--- src/rtl/ubls_pkg.sv ---
// ----------------------------------------------------------------------------
// ubls_pkg
// Shared types and constants for the bus LED slave: register indexes, reset
// values, parse phases and the result descriptor.
// ----------------------------------------------------------------------------
`timescale 1ns / 1ps
`default_nettype none

package ubls_pkg;

   // Register indexes on the csr port
   localparam logic [2:0] CSR_OWN_ADDRESS   = 3'd0;
   localparam logic [2:0] CSR_SYNC_BYTE     = 3'd1;
   localparam logic [2:0] CSR_SYNC_NEEDED   = 3'd2;
   localparam logic [2:0] CSR_READ_CODE     = 3'd3;
   localparam logic [2:0] CSR_WRITE_CODE    = 3'd4;
   localparam logic [2:0] CSR_RELEASE_VALUE = 3'd5;

   // Register reset values
   localparam logic [7:0] RST_OWN_ADDRESS   = 8'h01;
   localparam logic [7:0] RST_SYNC_BYTE     = 8'hFC;
   localparam logic [2:0] RST_SYNC_NEEDED   = 3'd3;
   localparam logic [7:0] RST_READ_CODE     = 8'h80;
   localparam logic [7:0] RST_WRITE_CODE    = 8'h00;
   localparam logic [7:0] RST_RELEASE_VALUE = 8'hFF;

   localparam logic [3:0] RST_LEDS = 4'd3;

   // Report frame: sync x3, two fixed bytes, LED nibble
   localparam logic [7:0] RPT_FIXED0 = 8'd10;
   localparam logic [7:0] RPT_FIXED1 = 8'd12;
   localparam logic [7:0] RDCHK_BYTE = 8'h00;
   localparam logic [2:0] BEAT_FIXED0 = 3'd3;
   localparam logic [2:0] BEAT_FIXED1 = 3'd4;
   localparam logic [2:0] BEAT_LAST   = 3'd5;

   localparam logic [1:0] BTN_REPORT = 2'd3;

   typedef enum logic [2:0] {
      PH_HUNT  = 3'd0,
      PH_ADDR  = 3'd1,
      PH_CMD   = 3'd2,
      PH_RDCHK = 3'd3,
      PH_WDATA = 3'd4,
      PH_SKIP  = 3'd5
   } phase_type;

   typedef struct packed {
      logic [7:0] own_address;
      logic [7:0] sync_byte;
      logic [2:0] sync_needed;
      logic [7:0] read_code;
      logic [7:0] write_code;
      logic [7:0] release_value;
   } cfg_type;

   // What one input item leaves for the result side
   typedef struct packed {
      logic       report;
      logic [3:0] nibble;
      logic [3:0] leds;
      logic       sel;
   } desc_type;

endpackage

`default_nettype wire

--- src/rtl/ubls_parser.sv ---
// ----------------------------------------------------------------------------
// ubls_parser
// Input register plus frame parser and LED/selection state; hands one
// descriptor per item to the emitter.
// ----------------------------------------------------------------------------
`timescale 1ns / 1ps
`default_nettype none

module ubls_parser
   import ubls_pkg::*;
(
   input  wire logic       clock,
   input  wire logic       reset,
   input  wire cfg_type    cfg,
   input  wire logic       in_valid,
   output logic            in_ready,
   input  wire logic       in_command,
   input  wire logic [7:0] in_rx_byte,
   input  wire logic [1:0] in_button,
   input  wire logic       take,
   output logic            push,
   output desc_type        desc
);

   logic       in_vld_ff, in_vld_in;
   logic       cmd_ff;
   logic [7:0] byte_ff;
   logic [1:0] btn_ff;

   phase_type  phase_ff, phase_in;
   logic [2:0] sync_rem_ff, sync_rem_in, sync_dec;
   logic [1:0] skip_rem_ff, skip_rem_in, skip_dec;
   logic [3:0] leds_ff, leds_in;
   logic       sel_ff, sel_in;
   logic       restart, report;
   logic [3:0] nibble;

   assign push      = in_vld_ff && take;
   assign in_ready  = !in_vld_ff || take;
   assign in_vld_in = (in_valid && in_ready) || (in_vld_ff && !take);

   assign sync_dec = (sync_rem_ff != 3'd0) ? sync_rem_ff - 3'd1 : sync_rem_ff;
   assign skip_dec = (skip_rem_ff != 2'd0) ? skip_rem_ff - 2'd1 : skip_rem_ff;

   always_comb begin
      phase_in    = phase_ff;
      sync_rem_in = sync_rem_ff;
      skip_rem_in = skip_rem_ff;
      leds_in     = leds_ff;
      sel_in      = sel_ff;
      restart     = 1'b0;
      report      = 1'b0;
      nibble      = leds_ff;
      if (!cmd_ff) begin
         unique case (phase_ff)
            PH_HUNT: begin
               if (byte_ff == cfg.sync_byte) begin
                  sync_rem_in = sync_dec;
                  if (sync_dec == 3'd0) phase_in = PH_ADDR;
               end
            end
            PH_ADDR: begin
               if (byte_ff == cfg.own_address) begin
                  sel_in   = 1'b1;
                  phase_in = PH_CMD;
               end else begin
                  skip_rem_in = 2'd2;
                  phase_in    = PH_SKIP;
               end
            end
            PH_CMD: begin
               // read wins when both codes are equal
               priority if (byte_ff == cfg.read_code) begin
                  phase_in = PH_RDCHK;
               end else if (byte_ff == cfg.write_code) begin
                  phase_in = PH_WDATA;
               end else begin
                  skip_rem_in = 2'd1;
                  phase_in    = PH_SKIP;
               end
            end
            PH_RDCHK: begin
               report  = (byte_ff == RDCHK_BYTE);
               restart = 1'b1;
            end
            PH_WDATA: begin
               if (byte_ff == cfg.release_value) sel_in = 1'b0;
               else leds_in = byte_ff[3:0];
               restart = 1'b1;
            end
            PH_SKIP: begin
               skip_rem_in = skip_dec;
               if (skip_dec == 2'd0) restart = 1'b1;
            end
            default: begin
               restart = 1'b1;
            end
         endcase
         if (restart) begin
            sync_rem_in = cfg.sync_needed;
            phase_in    = (cfg.sync_needed == 3'd0) ? PH_ADDR : PH_HUNT;
            skip_rem_in = 2'd0;
         end
         nibble = leds_in;
      end else begin
         // button press; report carries LEDs before the toggle
         report = (btn_ff == BTN_REPORT);
         if (!sel_ff) leds_in = leds_ff ^ (4'b0001 << btn_ff);
      end
   end

   assign desc = '{report: report, nibble: nibble, leds: leds_in, sel: sel_in};

   always_ff @(posedge clock) begin
      if (reset) begin
         in_vld_ff   <= 1'b0;
         phase_ff    <= (RST_SYNC_NEEDED == 3'd0) ? PH_ADDR : PH_HUNT;
         sync_rem_ff <= RST_SYNC_NEEDED;
         skip_rem_ff <= 2'd0;
         leds_ff     <= RST_LEDS;
         sel_ff      <= 1'b0;
      end else begin
         in_vld_ff <= in_vld_in;
         if (push) begin
            phase_ff    <= phase_in;
            sync_rem_ff <= sync_rem_in;
            skip_rem_ff <= skip_rem_in;
            leds_ff     <= leds_in;
            sel_ff      <= sel_in;
         end
      end
   end

   always_ff @(posedge clock) begin
      if (in_valid && in_ready) begin
         cmd_ff  <= in_command;
         byte_ff <= in_rx_byte;
         btn_ff  <= in_button;
      end
   end

endmodule

`default_nettype wire

--- src/rtl/ubls_emitter.sv ---
// ----------------------------------------------------------------------------
// ubls_emitter
// Result register and beat counter: one beat for a plain item, six for a
// report frame.
// ----------------------------------------------------------------------------
`timescale 1ns / 1ps
`default_nettype none

module ubls_emitter
   import ubls_pkg::*;
(
   input  wire logic       clock,
   input  wire logic       reset,
   input  wire logic [7:0] sync_byte,
   input  wire logic       push,
   input  wire desc_type   desc,
   output logic            take,
   output logic            out_valid,
   input  wire logic       out_ready,
   output logic            out_tx,
   output logic [7:0]      out_byte,
   output logic            out_last,
   output logic [3:0]      out_leds,
   output logic            out_sel
);

   desc_type   dsc_ff;
   logic       dsc_vld_ff;
   logic [2:0] beat_ff;
   logic [7:0] rpt_byte;

   assign out_last  = !dsc_ff.report || (beat_ff == BEAT_LAST);
   assign take      = !dsc_vld_ff || (out_ready && out_last);
   assign out_valid = dsc_vld_ff;
   assign out_tx    = dsc_ff.report;
   assign out_leds  = dsc_ff.leds;
   assign out_sel   = dsc_ff.sel;

   always_comb begin
      unique case (beat_ff)
         BEAT_FIXED0: rpt_byte = RPT_FIXED0;
         BEAT_FIXED1: rpt_byte = RPT_FIXED1;
         BEAT_LAST:   rpt_byte = {4'd0, dsc_ff.nibble};
         default:     rpt_byte = sync_byte;
      endcase
   end

   assign out_byte = dsc_ff.report ? rpt_byte : 8'd0;

   always_ff @(posedge clock) begin
      if (reset) begin
         dsc_vld_ff <= 1'b0;
         beat_ff    <= 3'd0;
      end else if (push) begin
         dsc_vld_ff <= 1'b1;
         beat_ff    <= 3'd0;
      end else if (dsc_vld_ff && out_ready) begin
         if (out_last) dsc_vld_ff <= 1'b0;
         else beat_ff <= beat_ff + 3'd1;
      end
   end

   always_ff @(posedge clock) begin
      if (push) dsc_ff <= desc;
   end

endmodule

`default_nettype wire

--- src/rtl/uart_bus_led_slave.sv ---
// ----------------------------------------------------------------------------
// uart_bus_led_slave
// Bus slave node with four LEDs and four buttons, fed as a stream of events.
// ----------------------------------------------------------------------------
// Each req transfer is either a received bus byte (tuser 0) or a button press
// (tuser 1). Bus bytes are parsed into frames: sync bytes (gaps allowed), an
// address, a command and one data byte. An item goes into an input register,
// is parsed from there and moves into a result register when taken; a plain
// item gives one rsp transfer, a report (read command with a zero byte, or
// button 3) gives six: sync x3, 10, 12, LED nibble. A new item can be taken
// every cycle while results flow; the single result register and its beat
// counter hold a report until its last beat is accepted, so a new item waits
// behind it. A req transfer passes through the input register and then the
// result register before its first rsp beat. CSR writes go in at any time
// but are meant for idle periods only.
// ----------------------------------------------------------------------------
`timescale 1ns / 1ps
`default_nettype none

module uart_bus_led_slave
   import ubls_pkg::*;
(
   input  wire logic        clock,
   input  wire logic        reset,
   // event input
   input  wire logic        req_tvalid,
   output logic             req_tready,
   input  wire logic [15:0] req_tdata,  // [7:0] rx_byte, [9:8] button_index, rest 0
   input  wire logic        req_tuser,  // [0] command
   // results
   output logic             rsp_tvalid,
   input  wire logic        rsp_tready,
   output logic [15:0]      rsp_tdata,  // [7:0] tx_byte, [11:8] led_state,
                                        // [12] is_selected, [13] bus_drive, rest 0
   output logic             rsp_tuser,  // [0] tx_valid
   output logic             rsp_tlast,  // tx_last
   // register writes
   input  wire logic        csr_we,
   input  wire logic [2:0]  csr_index,
   input  wire logic [7:0]  csr_wdata
);

   cfg_type    cfg_ff;
   logic       push, take;
   desc_type   desc;
   logic       tx;
   logic [7:0] tx_byte;
   logic [3:0] leds;
   logic       sel;

   // configuration registers; unknown indexes are dropped
   always_ff @(posedge clock) begin
      if (reset) begin
         cfg_ff.own_address   <= RST_OWN_ADDRESS;
         cfg_ff.sync_byte     <= RST_SYNC_BYTE;
         cfg_ff.sync_needed   <= RST_SYNC_NEEDED;
         cfg_ff.read_code     <= RST_READ_CODE;
         cfg_ff.write_code    <= RST_WRITE_CODE;
         cfg_ff.release_value <= RST_RELEASE_VALUE;
      end else if (csr_we) begin
         unique case (csr_index)
            CSR_OWN_ADDRESS:   cfg_ff.own_address   <= csr_wdata;
            CSR_SYNC_BYTE:     cfg_ff.sync_byte     <= csr_wdata;
            CSR_SYNC_NEEDED:   cfg_ff.sync_needed   <= csr_wdata[2:0];
            CSR_READ_CODE:     cfg_ff.read_code     <= csr_wdata;
            CSR_WRITE_CODE:    cfg_ff.write_code    <= csr_wdata;
            CSR_RELEASE_VALUE: cfg_ff.release_value <= csr_wdata;
            default: ;
         endcase
      end
   end

   // input register + parser; state advances when the emitter takes the item
   ubls_parser u_parser (
      .clock      (clock),
      .reset      (reset),
      .cfg        (cfg_ff),
      .in_valid   (req_tvalid),
      .in_ready   (req_tready),
      .in_command (req_tuser),
      .in_rx_byte (req_tdata[7:0]),
      .in_button  (req_tdata[9:8]),
      .take       (take),
      .push       (push),
      .desc       (desc)
   );

   // result register, walks report beats
   ubls_emitter u_emitter (
      .clock     (clock),
      .reset     (reset),
      .sync_byte (cfg_ff.sync_byte),
      .push      (push),
      .desc      (desc),
      .take      (take),
      .out_valid (rsp_tvalid),
      .out_ready (rsp_tready),
      .out_tx    (tx),
      .out_byte  (tx_byte),
      .out_last  (rsp_tlast),
      .out_leds  (leds),
      .out_sel   (sel)
   );

   // bus_drive follows tx_valid: only report bytes drive the bus
   assign rsp_tuser = tx;
   assign rsp_tdata = {2'b00, tx, sel, leds, tx_byte};

   // non-report results are single transfers
   a_plain_single: assert property (@(posedge clock) disable iff (reset)
      rsp_tvalid && !rsp_tuser |-> rsp_tlast)
      else $error("plain result not marked last");

   // a report frame keeps going until its last beat
   a_report_cont: assert property (@(posedge clock) disable iff (reset)
      rsp_tvalid && rsp_tready && rsp_tuser && !rsp_tlast |=> rsp_tvalid && rsp_tuser)
      else $error("report frame broken before last beat");

   // input only stalls behind a pending result
   a_stall_cause: assert property (@(posedge clock) disable iff (reset)
      !req_tready |-> rsp_tvalid)
      else $error("input stalled with no result pending");

endmodule

`default_nettype wire
--- config.mk ---
export PLATFORM = sky130hd
export DESIGN_NAME = uart_bus_led_slave
export DESIGN_NICKNAME = d
export VERILOG_FILES = /design/src/rtl/ubls_pkg.sv /design/src/rtl/ubls_parser.sv /design/src/rtl/ubls_emitter.sv /design/src/rtl/uart_bus_led_slave.sv
export SDC_FILE = /design/constraint.sdc
export NUM_CORES = 1
export LEC_CHECK = 0
export BUFFER_PORTS_ARGS = -buffer_cell sky130_fd_sc_hd__buf_2
export CAP_MARGIN = 30
export CELL_PAD_IN_SITES_DETAIL_PLACEMENT = 1
export CELL_PAD_IN_SITES_GLOBAL_PLACEMENT = 2
export CORE_MARGIN = 3
export CORE_UTILIZATION = 39
export CTS_BUF_LIST = sky130_fd_sc_hd__clkbuf_4
export DETAILED_ROUTE_END_ITERATION = 12
export GPL_ROUTABILITY_DRIVEN = 1
export PLACE_DENSITY_LB_ADDON = 0.12
export SLEW_MARGIN = 15
export SYNTH_ARGS = -nofsm -noshare
export SYNTH_HDL_FRONTEND = slang
export SYNTH_SLANG_ARGS = --single-unit
--- constraint.sdc ---
create_clock -name clock -period 3.8 [get_ports clock]
set_input_delay 0.57 -clock clock [delete_from_list [all_inputs] [get_ports clock]]
set_output_delay 0.57 -clock clock [all_outputs]
set_load 0.005 [all_outputs]
* Word-level counts from Yosys, hierarchy flattened *
Cells that the tools add are included.

storage, ports and cells
  RAM bits = 0
  ROM bits = 0
  bits of input ports = 33
  bits in registers = 82
  memories = 0
  latch bits = 0
  output and inout bits = 20

operators by class
  bitwise operators = 3
  div/mod/pow operators = 0
  reductions and logical operators = 40
  add/subtract/negate cells = 3
  $mul = 0
  magnitude comparators = 0
  equal/unequal tests = 24
  multiplexer cells = 37
  shift operators = 1

operators by type and width
  cell                count
  $eq 8x8->1          5
  $mux 3              9
  $pmux 8 s3          1
  $mux 4              5
  $eq 3x3->1 const B  6
  $reduce_and 2->1    8
  $eq 3x2->1 const B  5
  $logic_not 3->1     4
  $mux 1              12
  $mux 2              5
  $reduce_bool 2->1   5
  $ne 3x3->1 const B  3
  $pmux 3 s3          1
  $logic_not 8->1     1
  $mux 8              1
  $reduce_bool 4->1   2
  $eq 3x1->1 const B  2
  $ne 3x1->1 const B  2
  $pmux 2 s3          1
  $reduce_and 6->1    1
  $logic_and 1x1->1   5
  $reduce_and 5->1    1
  $logic_not 1->1     4
  $logic_or 1x1->1    4
  other kinds (13)    15

* Logic depth before layout (Yosys ltp) *
Gate-level depths: netlist of run 1.

  depth in word-level cells = 8
  gate-level depth with buffers = 9

* By module *
From an unflattened synthesis of run 1, not the netlist that was laid out.

second synthesis, totals
  cells, all modules = 450
  area total of the unflattened synthesis = 4352.9 µm²

modules (own cells, without submodules)
  module              cells each  instances  area each (µm²)  seq. area each (µm²)
  ubls_parser         220         1          1896.8           610.6
  uart_bus_led_slave  168         1          1755.4           860.8
  ubls_emitter        62          1          700.7            380.4

* Worst setup path after synthesis of run 1 *
No wires, ideal clock.

  kind = register -> output
  start point = register u_emitter.beat_ff[1]
  end point = output rsp_tdata[4]
  path buffers = 0
  data arrival time = 1.465 ns
  stages on the path, launching flop included = 7
  path slack = 1.765 ns
  path through = dfxtp_1 > inv_1 > ha_1 > a21boi_1 > inv_2 > a211oi_1 > and2_1

between the ends
  word-level cells in the longest chain between the ends = 3
  elaborated cells on any way between the ends = 5
  those cells by class = 3 x eq/ne; 2 x mux

ends and longest elaborated chain
  what                                      line                      source
  from (decl)                               ubls_emitter.sv:29        logic [2:0] beat_ff;
  from (signal assigned)                    ubls_emitter.sv:59        else beat_ff <= beat_ff + 3'd1;
  $eq 3x3->1 or $eq 3x2->1 (tied branches)  ubls_emitter.sv:40        unique case (beat_ff)
  $pmux 8 s3 (*)                            ubls_emitter.sv:40
  $mux 8 (*)                                ubls_emitter.sv:48        assign out_byte = dsc_ff.report ? rpt_byte : 8'd0;
  to (decl)                                 uart_bus_led_slave.sv:33  output logic [15:0] rsp_tdata,

Mark *: on every way between the ends. The rest lies on a longest branch, timed or not.

* Worst setup path after layout of run 1 *
Ends and elaborated chain as after synthesis.

==> impl_summary.md, run 1 <==
Run status
The run finished with clean final reports.

Final layout
The fraction of layout cells with a size suffix above 1 is 0.144. The antenna cell count is 0. The utilization of the core after routing is 0.444. For this run, the post-layout net count is 550. The cell area after layout is between 4000 and 5000 um2.

The layout overhead on the synthesized area is 9.73%.

Critical path
The reg2reg setup slack is 1460 ps. The worst setup path is of the reg2out kind. In this run the worst path has a maximum fanout of 5. Counting cells, the worst reg-to-reg path comes to 6. The endpoint of the worst register-to-register path is u_emitter.out_sel.

The endpoint type of the worst setup path is an output pin. Tracing the worst setup path back leads to its startpoint at u_emitter.beat_ff[1]. In this run the critical register-to-register path is launched from u_parser.byte_ff[0]. The arrival time of data at the critical path endpoint is 2630 ps. The timing endpoint of the critical path is rsp_tdata[4].

STA classifies the critical path startpoint as a register. At the worst endpoint, the required time is 3230 ps.

Detailed routing
The routed layout has 3,445 vias. The detailed-routing iteration count for the pre-antenna-repair pass is 4. Dividing the detail-routed via count by the number of cells gives 5.29.

The number of design-rule violations left by the first detailed-router iteration is 151. The remaining routing DRC violations is 0. The final routed wirelength across all metal layers is 11,600 um. After detailed routing, the average wire length per cell comes to 17.8 um. The number of antenna-violating nets in the routed design is 0.

Global route
Entering global routing, the biggest net connects 41 pins. The first global-routing pass estimated 18,000 um of wire. For this run, the total global-route usage over all layers was measured as 0.198.

The number of antenna violations at the first check in global routing came to 0. The via count of the first global-routing pass is 3,394. After global routing the overflow that remains totals 0.

Power
The highest ir drop seen on vdd is approximately 0.00015 V. The post-route total power is 1.76 mW. The power per standard cell area is 379 nW/um2. The analysis attributes to cell leakage a power of 1.74 nW.

Timing
Setup repair after global routing left no endpoint under its margin. Measured against its own limit, the worst slew margin works out to 0.403. The setup slack of the critical path after layout is around 600 ps. The final worst clock skew is 12.5 ps. The final number of max-transition violations is 0. The maximum operating frequency is roughly 310 MHz. The total count of hold-check failures in the final report is 0. Dividing the final minimum period by the clock period gives 0.842. The setup total negative slack is 0 ps. The setup violation total in the final timing report is 0.

The clock period minus worst slack is 3200 ps. The transition time at the pin with the least slew margin is 890 ps.

CTS
TritonCTS built the clock tree. The clock sink total is 82. The number of buffers between clock root and the deepest sink is 2. Clock-pin slew was measured on the worst setup and hold paths at 150 ps. The H-tree was split into 3 levels.

The number of buffers created by CTS is 9. The tree is rooted in a sky130_fd_sc_hd__clkbuf_4. The later pin in the worst-skew pair is clocked with a latency of roughly 440 ps.

The number of buffers added for setup after CTS is 0. Gates resized during post-CTS repair numbered 0. The hold buffer count at cts is 0.

Logic synthesis
After synthesis, the most frequently instantiated cells are sky130_fd_sc_hd__nand2_1, sky130_fd_sc_hd__dfxtp_1, sky130_fd_sc_hd__a21oi_1. The dominant cell type by area after synthesis is sky130_fd_sc_hd__dfxtp_1. The most frequent cell after synthesis is sky130_fd_sc_hd__nand2_1. By area the synthesized netlist is led by sky130_fd_sc_hd__dfxtp_1, sky130_fd_sc_hd__edfxtp_1, sky130_fd_sc_hd__nand2_1.

The mapped cell area is 4220 um2. Among all flip-flop cells after synthesis, the most frequent one is sky130_fd_sc_hd__dfxtp_1. In this run, synthesis produced a sequential element count of between 80 and 90.

After synthesis, the share of flip-flops with an asynchronous set or reset is 0. In this run, synthesis inferred 21 flip-flops with an integrated enable. The sequential-to-total area share from yosys stat is 0.439. The mean area per synthesized cell is 8.77 um2. The number of synthesis warnings is 0.

Of the post-synthesis cell area, the dominant cell type holds 0.290. The number of distinct library cells after synthesis is 60. The count of mapped cells out of synthesis is 481.

Die
The number of placement rows is 37. In this run the horizontal extent of the chip is 110 um. The number of placed I/O pins is 53. The die height is 110 um. The floorplan step defined a die boundary enclosing 12,100 um2. The total area inside the core boundary comes to 10,400 um2. For this configuration, the core starts out at a cell density of 0.405.

Place
Routability-driven placement finished with a final weighted congestion of approximately 0.77. The number of port buffers is 44. Prior to clock tree synthesis, the placed netlist has a worst setup slack of 1030 ps. The detailed-placement wirelength estimate is about 8300 um.

Once placement finished, the instance area stood at 4450 um2.

Hold path
The worst hold-check path type is in2reg. The worst hold path begins at req_tdata[8].

Run
Across the run, the number of max-cap violations was 0.
critical path, stage by stage, from the launching register on:
cell and delay [ps]:
sky130_fd_sc_hd__dfxtp_1 380, sky130_fd_sc_hd__inv_1 70, sky130_fd_sc_hd__ha_1 240, sky130_fd_sc_hd__a21boi_1 310, sky130_fd_sc_hd__inv_2 90, sky130_fd_sc_hd__a211oi_1 750, sky130_fd_sc_hd__and2_1 250, sky130_fd_sc_hd__buf_2 120
power breakdown:
| group | internal [mW] | switching, mW |
|---|---|---|
| Clock | 0.274 | 0.341 |
| Sequential | 0.927 | 0.0414 |
| Combinational | 0.0733 | 0.0997 |
| Total | 1.27 | 0.482 |
stage by stage:
| step | cells | hold WS [ps] |
|---|---|---|
| after detailed placement | 633 | 454 |
| final | 651 | 288 |
| after floorplan | 482 | 435 |
| after CTS | 649 | 268 |
| after global placement | 633 | 450 |
| after global routing | 651 | 259 |
sequential cells by signal, summed over array words and instances (netlist names), 2 cells and up:
signal                count
cfg_ff                   43
u_emitter.beat_ff         3
u_emitter.dsc_ff          4
u_emitter.out_leds        4
u_parser.btn_ff           2
u_parser.byte_ff          8
u_parser.leds_ff          4
u_parser.phase_ff         3
u_parser.skip_rem_ff      2
u_parser.sync_rem_ff      3
layout by cell type, fill, tap and decap left out, types with 3 or more instances in the layout:
cell	synthesis	layout
sky130_fd_sc_hd__nor2b_1	8	8
sky130_fd_sc_hd__buf_2	8	45
sky130_fd_sc_hd__nor3_1	12	12
sky130_fd_sc_hd__nor4_1	6	6
sky130_fd_sc_hd__edfxtp_1	21	21
sky130_fd_sc_hd__mux2_1	4	4
sky130_fd_sc_hd__buf_4	8	3
sky130_fd_sc_hd__a21oi_1	37	37
sky130_fd_sc_hd__and3_1	3	3
sky130_fd_sc_hd__mux2i_1	4	4
sky130_fd_sc_hd__xor2_1	15	15
sky130_fd_sc_hd__ha_1	7	7
sky130_fd_sc_hd__a211oi_1	3	3
sky130_fd_sc_hd__a31oi_1	7	7
sky130_fd_sc_hd__a211o_1	4	4
sky130_fd_sc_hd__clkbuf_4	0	9
sky130_fd_sc_hd__nand4_1	7	7
sky130_fd_sc_hd__a21o_1	4	4
sky130_fd_sc_hd__nand3b_1	16	16
sky130_fd_sc_hd__o31ai_1	4	4
sky130_fd_sc_hd__nand2_1	104	104
sky130_fd_sc_hd__dfxtp_1	61	61
sky130_fd_sc_hd__and2_1	6	6
sky130_fd_sc_hd__xnor2_1	25	25
sky130_fd_sc_hd__nand3_1	6	6
sky130_fd_sc_hd__nor2_1	26	26
sky130_fd_sc_hd__nand2b_1	5	5
sky130_fd_sc_hd__o21ai_0	3	3
sky130_fd_sc_hd__inv_1	14	14
sky130_fd_sc_hd__o21ai_1	6	6
kinds of logic (layout without fill, tap and decap cells):
logic type                 count (synthesis)  in the layout  synth area share
AOI/OAI and AO/OA                         89             89             0.142
buffers and inverters                     47             80            0.0570
muxes                                      8              8            0.0202
xor gates and xnor gates                  41             41            0.0869
and+or+nand+nor                          206            206             0.233
DFF                                       82             82             0.439
adders and majority gates                  7              7            0.0208
other                                      1              2          0.000889
per-layer routing:
metal  up-vias  wire (um)  GRT usage
met5         -          0          0
met4         0        193     0.0659
met3        12        306     0.0227
met2        48       5650      0.345
met1      1682       5430      0.255
li1       1703          -          -
how the worst min path moves through the flow:
stage | slack [ps] | to | cells past startpoint
2_1_floorplan | 440 | u_parser.sync_rem_ff[1] | 1
3_3_place_gp | 450 | u_parser.sync_rem_ff[1] | 1
3_5_place_dp | 450 | u_parser.sync_rem_ff[1] | 1
4_1_cts | 270 | u_parser.btn_ff[0] | 1
5_1_grt | 260 | u_parser.cmd_ff | 1
6_report | 290 | u_parser.btn_ff[0] | 1
area by class of cell:
| type | instances | area, um2 |
|---|---|---|
| flip-flops and latches | 82 | 1850 |
| inverters | 16 | 60.1 |
| multi-input cells | 353 | 2130 |
| repair buffers | 48 | 248 |
| clock buffers | 9 | 67.6 |
| well taps | 136 | 170 |
| clock inverters | 7 | 101 |
| fillers | 1271 | 5790 |
(Power assumes the default switching activity.)
==> run 2: changes to the inputs <==
--- a/config.mk
+++ b/config.mk
@@ -10,7 +10,7 @@
 export CELL_PAD_IN_SITES_DETAIL_PLACEMENT = 1
 export CELL_PAD_IN_SITES_GLOBAL_PLACEMENT = 2
 export CORE_MARGIN = 3
-export CORE_UTILIZATION = 39
+export CORE_UTILIZATION = 33
 export CTS_BUF_LIST = sky130_fd_sc_hd__clkbuf_4
 export DETAILED_ROUTE_END_ITERATION = 12
 export GPL_ROUTABILITY_DRIVEN = 1
==> constraint.sdc (replaced) <==
create_clock -name clock -period 2.6 [get_ports clock]
set_input_delay 0.39 -clock clock [delete_from_list [all_inputs] [get_ports clock]]
set_output_delay 0.39 -clock clock [all_outputs]
set_load 0.005 [all_outputs]
==> run 2 against run 1 <==
Net effect:
- final area rose by 3.5%
- clock skew rose by 5.7 ps
- critical path depth rose by 2
- count of clock-buffer cells in the layout rose by 1
- hold slack got worse by 190 ps
- register-to-register slack got worse by 1200 ps
- core utilization fell by 5.4 points
- sequential cell count did not move
- first-iteration DRC count fell by 17%
- critical endpoint is now rsp_tdata[0]
- largest cell class unchanged
==> impl_summary.md, run 2 (synthesized netlist as in run 1, its figures left out) <==
Run status
The flow ran to the end, and the final reports show no timing, DRC or antenna violations.

Detailed routing
In the routed layout, each cell is associated on average with a via count of 5.01. The final route contains roughly 3,500 vias. For this run, design rule violations remaining after detail routing come to 0. The pre-antenna-repair detailed-routing pass consisted of 4 iterations. The number of design-rule violations left by the first detailed-router iteration is 125. The average detailed-routed wire length per instance is 17.4 um.

The number of antenna-violating nets in the routed design is 0. The final routed wirelength across all metal layers is 12,100 um.

Final layout
In the final layout, the registers with the most flip-flops are cfg_ff: 43 flops, u_parser.byte_ff: 8 flops. The flip-flop count of the largest register after layout is 43. The area of combinational cells with multiple inputs is roughly 2100 um2. The filler cells instantiated in the layout total 1,498.

The area growth from synthesis to layout is 13.6%. The fraction of layout cells with a size suffix above 1 is 0.167. The library cell used most frequently in the layout, excluding fill and tap cells, is sky130_fd_sc_hd__nand2_1. The sequential cells in the finished layout cover a total of 1850 um2.

0 antenna diodes ended up in the layout. The final non-filler cell total is between 600 and 700. In the layout the commonest cells are sky130_fd_sc_hd__nand2_1, sky130_fd_sc_hd__dfxtp_1, sky130_fd_sc_hd__buf_2. At the end of the flow, the number of nets in the layout was 561. cfg_ff holds more flip-flops than any other register.

Timing
The share of the cycle needed by the critical path after routing is 0.916. The final number of max-transition violations was 0. The clock period minus worst slack is 2380 ps.

The transition time at the pin with the least slew margin is 691 ps. The maximum operating frequency is 420 MHz. The setup total negative slack is 0 ps.

The total count of hold-check failures in the final report is 0. Setup violations remaining at the end of the flow were counted as 0. On the final layout, the worst clock skew is 18.2 ps. Setup repair after global routing left no endpoint under its margin. The worst slew slack as a fraction of its limit is 0.539.

Critical path
The maximum fanout encountered on the critical timing path is 5. The peak per-stage delay on the critical path is between 300 and 400 ps. The worst register-to-register path has a setup slack of 250 ps. The worst setup path is launched from a register. The critical path data required time is between 2000 and 2500 ps. The slowest stage cell on the critical path is sky130_fd_sc_hd__dfxtp_2.

The worst register-to-register path has a depth of 6. Traced cell by cell, the critical path runs through inv_1 -> ha_2 -> a21boi_2 -> inv_2 -> a211oi_2 -> buf_4 -> nand2_1 -> o21ai_0 -> buf_2. STA classifies the critical path endpoint as an output pin. At the worst endpoint, the arrival time is 1990 ps. The setup path with the least slack is of type reg2out.

Power
In this run the power density over the cells is 551 nW/um2. For this design the static power due to leakage is between 1.5 and 2 nW. The highest ir drop seen on vdd is 0.000260 V. The post-route total power is between 2 and 3 mW.

CTS
After clock tree synthesis, the flow added hold-fix buffers numbering 0. The deepest level of the CTS H-tree is 3. The clock reaches the later pin of the worst-skew pair after 450 ps. The clock passes through at most 2 buffers.

Counting the buffers created by CTS gives 9. TritonCTS built the clock tree. Clock-pin slew was measured on the worst setup and hold paths at around 140 ps. The clock sink total is 82. CTS placed an instance of sky130_fd_sc_hd__clkbuf_4 at the clock tree root.

Place
Detailed placement finished with a half-perimeter wire length of 8700 um. The placer congestion estimate is 0.759. The number of port buffers is 44. Including well taps, the total number of placed cells is 675.

Die
The area of the core region is 12,300 um2. The die outline area is 14,200 um2. The initial cell density of the core is 0.344. Measured along the y axis, the die boundary spans 119 um. The number of placed I/O pins is 53. Measured along the x axis, the die boundary spans 119 um. The number of placement rows is 40.

Global route
The met2 usage is 0.287. The layer flagged by global routing as most heavily used is met2. The number of antenna violations at the first check in global routing is 0. The global-route wire length before repair is 19,500 um. In the global route stage, met3 resource usage came out at 0.0285.

The total overflow left after global routing is 0. For met1 alone, demand over resource in global routing was 0.237. The pin count of the biggest net entering global routing is 48.

The via count of the first global-routing pass is 3,547. The overall track demand over capacity in global routing is 0.177.

Hold path
The hold-critical path depth is 1. The path class of the tightest hold or removal check is in2reg.

Run
The number of max-cap violations is 0.
run 2: changes by cell type in the layout (fill, tap and decap cells not counted), sizes merged:
cell    change
clkbuf      +1
bufinv      +1
buf        +11
inv         -2
run 2: layout make-up:
type	count	share of cell area
sequential	82	0.387
tap	168	0.0439
inverter	16	0.0125
multi-input combinational	353	0.447
timing repair buffer	59	0.0721
clock inverter	6	0.0222
clock buffer	10	0.0157
run 2: what timing repair did:
item / in CTS / in global routing
pin swaps: 1 / 1
gates resized for setup: 1 / 3
endpoints found under the setup margin: 5 / 5
hold endpoints to repair: 0 / 0
setup buffers: 1 / 1
run 2: report_power, final:
group	internal (mW)	leakage, nW	switching [mW]	total, mW
Sequential	1.35	0.692	0.0527	1.41
Combinational	0.119	1.02	0.158	0.277
Clock	0.493	0.0957	0.460	0.954
Total	1.97	1.81	0.672	2.64
run 2: stage by stage:
stage	util	cell area, um2	worst slack, ps	hold slack, ps
after floorplan	-	4220	719	435
after global placement	0.372	4560	375	444
after detailed placement	0.372	4560	237	460
after CTS	0.388	4750	33.8	63.1
after global routing	0.391	4790	33.7	60.5
final	0.391	4790	219	100
run 2: worst max-delay path, delay by kind of cell, from the launching register on:
kind                       cells  cell delay, ps
and+or+nand+nor                1              50
adders and majority gates      1             210
AOI/OAI and AO/OA              3             460
buffers and inverters          4             450
DFF                            1             360
run 2: worst paths after layout:
path	to	from
worst max-delay path	rsp_tdata[0]	u_emitter.beat_ff[1]
worst min-delay path	u_parser.byte_ff[5]	req_tdata[5]
worst max register to register	u_parser.skip_rem_ff[1]	u_parser.byte_ff[5]
worst min register to register	cfg_ff[14]	cfg_ff[14]
run 2: metal layers:
metal  routed length (um)  up-vias
li1                     -     1721
met1                 5840     1676
met2                 5630       63
met3                  381       15
met4                  246        0
met5                    0        -
